`config.mk`:
```
export PLATFORM = sky130hd
export DESIGN_NAME = qsf_back_flat
export DESIGN_NICKNAME = d
export VERILOG_FILES = /design/src/design/qsf_pkg.sv /design/src/design/qsf_if.sv /design/src/design/qsf_back.sv /design/src/flat_wrapper.sv
export SDC_FILE = /design/constraint.sdc
export NUM_CORES = 1
export LEC_CHECK = 0
export ABC_AREA = 1
export BUFFER_PORTS_ARGS = -buffer_cell sky130_fd_sc_hd__buf_2
export CAP_MARGIN = 20
export CORE_MARGIN = 5
export CORE_UTILIZATION = 54
export CTS_BUF_LIST = sky130_fd_sc_hd__clkbuf_4 sky130_fd_sc_hd__clkbuf_8
export CTS_CLUSTER_SIZE = 28
export DETAILED_ROUTE_END_ITERATION = 10
export GPL_TIMING_DRIVEN = 0
export PLACE_DENSITY = 0.78
export SLEW_MARGIN = 30
export SYNTH_ARGS = -nofsm -noshare
export SYNTH_HDL_FRONTEND = slang
export SYNTH_SLANG_ARGS = --single-unit
```
`constraint.sdc`:
```
create_clock -name clk -period 3.02 [get_ports clk]
set_input_delay 0.302 -clock clk [delete_from_list [all_inputs] [get_ports clk]]
set_output_delay 0.302 -clock clk [all_outputs]
set_load 0.05 [all_outputs]
```
`src/design/qsf_pkg.sv`:
```
`default_nettype none
// ----------------------------------------------------------------------------
// qsf_pkg: shared types and constants
// Widths, payload structs and the span record passed between the front and
// back parts.
// ----------------------------------------------------------------------------
package qsf_pkg;
  localparam int CoordBits  = 16;
  localparam int ColBits    = 12;
  localparam int ColorBits  = 32;
  localparam int CfgBits    = 13;
  localparam int CfgIdxBits = 1;
  localparam int Corners    = 4;
  localparam int DivQBits   = 2 * CoordBits + 2;
  localparam int DivDBits   = CoordBits + 1;
  localparam int QDepth     = 4;
  localparam int QPtrBits   = 2;

  localparam logic [CfgIdxBits-1:0] RegScreenWidth  = 1'd0;
  localparam logic [CfgIdxBits-1:0] RegScreenHeight = 1'd1;

  localparam logic [CfgBits-1:0] WidthReset  = 13'd1024;
  localparam logic [CfgBits-1:0] HeightReset = 13'd768;
  localparam logic [CfgBits-1:0] MaxColumns  = 13'd4096;

  typedef struct packed {
    logic signed [CoordBits-1:0] vx0, vy0, vx1, vy1, vx2, vy2, vx3, vy3;
    logic        [ColorBits-1:0] fill_color;
    logic signed [CoordBits-1:0] row_y;
  } quad_t;

  typedef struct packed {
    logic signed [CoordBits-1:0] span_row;
    logic        [ColBits-1:0]   span_start;
    logic        [ColBits-1:0]   span_end;
    logic        [ColorBits-1:0] span_color;
    logic                        span_valid;
    logic                        last_span;
  } span_t;

  // One row after crossing, sort and clip: up to two spans.
  typedef struct packed {
    logic signed [CoordBits-1:0] row;
    logic        [ColorBits-1:0] color;
    logic                        vis0;
    logic                        vis1;
    logic        [ColBits-1:0]   s0, e0, s1, e1;
  } row_spans_t;
endpackage
`default_nettype wire

```
`src/design/qsf_if.sv`:
```
`default_nettype none


interface qsf_span_if;
  import qsf_pkg::*;
  logic  valid;
  logic  ready;
  span_t data;
  modport source (output valid, output data, input ready);
  modport sink (input valid, input data, output ready);
endinterface
`default_nettype wire

```
`src/design/qsf_back.sv`:
```
`default_nettype none
// ----------------------------------------------------------------------------
// qsf_back: row queue and span emitter
// Hold finished rows in a short queue; emit one or two span beats per row.
// ----------------------------------------------------------------------------
module qsf_back
  import qsf_pkg::*;
(
  input  wire logic       clk,
  input  wire logic       rst,
  input  wire logic       push,
  input  wire row_spans_t push_data,
  output logic [QPtrBits:0] count,
  qsf_span_if.source      m
);
  row_spans_t          mem [QDepth];
  logic [QPtrBits-1:0] wp, rp;
  logic                second;
  logic                pop, beat;
  row_spans_t          head;
  logic                two;

  assign head = mem[rp];
  assign two  = head.vis0 && head.vis1;
  assign beat = m.valid && m.ready;
  assign pop  = beat && (!two || second);

  always_comb begin
    m.valid = count != '0;
    m.data.span_row   = head.row;
    m.data.span_color = head.color;
    if (second || (!head.vis0 && head.vis1)) begin
      m.data.span_start = head.s1;
      m.data.span_end   = head.e1;
    end else if (head.vis0) begin
      m.data.span_start = head.s0;
      m.data.span_end   = head.e0;
    end else begin
      m.data.span_start = '0;
      m.data.span_end   = '0;
    end
    m.data.span_valid = head.vis0 || head.vis1;
    m.data.last_span  = !two || second;
  end

  always_ff @(posedge clk) begin
    if (rst) begin
      wp <= '0; rp <= '0; count <= '0; second <= 1'b0;
    end else begin
      if (push) wp <= wp + 1'b1;
      if (pop) rp <= rp + 1'b1;
      count <= count + (QPtrBits+1)'(push) - (QPtrBits+1)'(pop);
      if (beat) second <= two && !second;
    end
    if (push) mem[wp] <= push_data;
  end

`ifndef SYNTHESIS
  a_no_overflow: assert property (@(posedge clk) disable iff (rst)
    count <= (QPtrBits+1)'(QDepth)) else $error("row queue overflow");
  a_second_only_two: assert property (@(posedge clk) disable iff (rst)
    second |-> two) else $error("second span without pair");
  a_push_room: assert property (@(posedge clk) disable iff (rst)
    push |-> (count < (QPtrBits+1)'(QDepth) || pop)) else $error("push into full queue");
`endif
endmodule
`default_nettype wire

```
`src/flat_wrapper.sv`:
```
// flat-port wrapper written by rule: the top's interface ports become plain ports
module qsf_back_flat import qsf_pkg::*;
  (clk, rst, push, push_data, count, m_valid, m_data, m_ready);
  qsf_span_if m_i ();
  input  wire logic clk;
  input  wire logic rst;
  input  wire logic push;
  input  wire row_spans_t push_data;
  output logic [QPtrBits:0] count;
  output wire logic [$bits(m_i.valid)-1:0] m_valid;
  output wire logic [$bits(m_i.data)-1:0] m_data;
  input wire logic [$bits(m_i.ready)-1:0] m_ready;
  assign m_valid = m_i.valid;
  assign m_data = m_i.data;
  assign m_i.ready = m_ready;
  qsf_back u_core (.clk(clk), .rst(rst), .push(push), .push_data(push_data), .count(count), .m(m_i));
endmodule
```
==> run metrics <==
Async S/R FF share, synth 0%; Seq/Total Area, Yosys 78.0%; hpwl dp 22900 microns; Worst EP arrival 2.63 ns; endpoints failing hold 0; area of placed instances 16900 sq um; worst hold margin 0.0812 ns; skew final 0.0195 ns; P_leak 0.00699 uW; Post-CTS Setup Bufs 0; fin nets 1562; P&R area growth vs syn 23.9%; die height 179 microns; Initial DRT Pass Iterations 7; Post-Synth Simple-Gate Area 7.82%; hold path cells 3; Crit. End Element output pin; Place WS 0.585 ns; largest family of logic cells by synthesized area compound AO/OA/AOI/OAI gates; fraction of the mapped netlist area in adder cells 0.620%; Post-synth EDFFs 392; Starting Density 54.9%; Site Rows 61; XOR/XNOR Fraction of Synth Area 0.114%; Worst Reg2Reg Path Length in Cells 13; endpoints failing setup 0; hold path start push; first-pass GRT wire length 58700 microns; wire per inst 20.6 microns; area fraction of the dominant cell type after synthesis 76.7%; status completed; worst reg-to-reg setup slack 0.55 ns; Synth Area in Compound Gates 10.4%; Max VDD drop 730 uV; Worst EP required 2.72 ns; minimum clock period 2.93 ns; Synth Register Bits 402; total CTS buffers 61; clk_lat worst skew 0.60 ns; MaxCap Viol Count 0; top post-synthesis cells by count edfxtp_1, nor2_1, o21ai_0; Synth area leaders edfxtp_1, o21ai_0, nor2_1, o22ai_1, nand2_1; CTS root buf clkbuf_8; synth warn 0; HP Class in -> reg; die area 31900 sq um; Die X 179 microns; gr ovfl total 0; Clock Sink Count 402; largest net degree at the start of global routing 72; IO Port Bufs 179; Avg Synthesized Cell Area 13.8 sq um; Netlist Area Pre-Place 15300 sq um; Post-Syn Instances 1108; Setup CP Type reg -> out; top_reg_cell synth edfxtp_1; initial antenna violation count 5; clock-pin slew on the worst setup and hold paths 0.06 ns; fin. max-slew vios 0; capturing point of the worst reg2reg path u_core.count[2]; count of different cell masters after synthesis 23; setup ws final 0.0904 ns; drt drc 0; Max-slew headroom 61.6%; post-route antenna net violation count 0; crit path max fanout 10; Design Area, Final 19000 sq um; via count 10500; Slew @ Worst Pin 0.576 ns; PD cells 832 nW/um^2; setup tns final 0 ns; Final Util 68.1%; mux cell area share after synthesis 0%; Yosys top cell by area edfxtp_1; top-count cell post-synth edfxtp_1; CTS Buffer Depth 3; RSZ-0062 raised after global routing false; slowest cell delay on critical path 0.38 ns; Overall Global Routing Usage 24.1%; htree depth 2; hold endpoint u_core.wp[1]; CP Cell Sequence buf_2 -> inv_2 -> clkbuf_1 -> o21ai_0 -> o22ai_1 -> nand3_1 -> nand2_1 -> buf_2; Final Cycle Share 97.0%; layout cells sized above 1 22.3%; cell mode on critical path buf_2; Max Freq 341 MHz; IO Count 180; DR iter-0 viols 1043; Worst path slowest cell clkbuf_1; Core Footprint 27900 sq um; Vias/cell 5.58; Mapped Nets 1217; GP Congestion 0.827; wirelength, routed 38800 microns; vias in the first global route 10800; CTS tree yes; Worst Setup Start Kind flip-flop
## worst max-delay path, delay by kind of cell (launching register included)
family / cells / cell delay [ns]
buffers and inverters: 4 / 1.08
AO/OA/AOI/OAI: 2 / 0.40
flip-flops: 1 / 0.29
AND/OR/NAND/NOR: 2 / 0.24
## what timing repair did
| item | 4_1_cts | 5_1_grt |
|---|---|---|
| endpoints found under the hold margin | 395 | 0 |
| hold buffers | 99 | 0 |
| resized for setup | 0 | 26 |
| setup endpoints to repair | 0 | 45 |
## layout by cell type (no fill, tap or decap), drive strengths merged
| cell | synthesis | layout |
|---|---|---|
| bufinv | 0 | 1 |
| edfxtp | 392 | 392 |
| nand2 | 70 | 70 |
| xor2 | 2 | 2 |
| inv | 30 | 30 |
| nand3 | 31 | 31 |
| dfxtp | 10 | 10 |
| ha | 6 | 6 |
| clkinvlp | 0 | 1 |
| nor2 | 201 | 201 |
| clkinv | 0 | 29 |
| fa | 1 | 1 |
| diode | 0 | 4 |
| buf | 33 | 216 |
| clkbuf | 37 | 116 |
| a21oi | 4 | 4 |
| o21ai | 195 | 195 |
| o22ai | 96 | 96 |
| dlygate4sd3 | 0 | 99 |
## how the worst max path moves through the flow
| stage | startpoint | to | slack [ns] | depth (start not counted) |
|---|---|---|---|---|
| after floorplan | u_core.wp[0] | u_core.mem[2][0] | 0.09 | 4 |
| final | flip-flop | m_data[47] | 0.09 | 8 |
| after detailed placement | flip-flop | u_core.count[2] | 0.58 | 13 |
| after CTS | flip-flop | m_data[18] | 0.002 | 7 |
| after global routing | flip-flop | m_data[54] | 0.002 | 9 |
| after global placement | u_core.wp[0] | u_core.mem[0][57] | -1.47 | 4 |
## logic make-up after synthesis
kind of cell / Yosys count
fa+ha+maj: 7
simple gates: 302
xor+xnor: 2
compound gates: 295
buf+inv: 100
flops: 402
## flip-flops by register name (all words and copies together), names as in the netlist, named ones only
| signal | count |
|---|---|
| u_core.count | 3 |
| u_core.mem | 392 |
| u_core.rp | 2 |
| u_core.second | 1 |
| u_core.wp | 2 |
## metal layers
| metal | vias to the layer above | GRT usage, % | part of all wire, % |
|---|---|---|---|
| met1 | 5084 | 31.7 | 40 |
| met4 | 2 | 7.61 | 2.5 |
| met5 | - | 0 | 0.021 |
| met2 | 531 | 40.2 | 49 |
| li1 | 4809 | - | - |
| met3 | 69 | 5.47 | 8.5 |
## final cells by class
type	count	area (sq um)
antenna	4	10.0
buffer	70	364
clock buffer	79	987
clock inverter	31	158
fill	1962	8920
inverter	30	145
multi-input combinational	606	2910
sequential	402	12000
tap	378	473
timing repair buffer	282	2000
## through the flow
step	total power [uW]	std cells
after floorplan	10100	1108
after global placement	11500	1665
after detailed placement	11500	1669
after CTS	15800	1878
after global routing	16500	1882
final	15800	1882
## power by group
group | internal, uW | total, uW | switching [uW]
registers | 6400 | 6460 | 66.0
logic | 1200 | 5130 | 3930
clock network | 2210 | 4220 | 2020
total | 9810 | 15800 | 6010
Power figures use the tool's default switching activity.
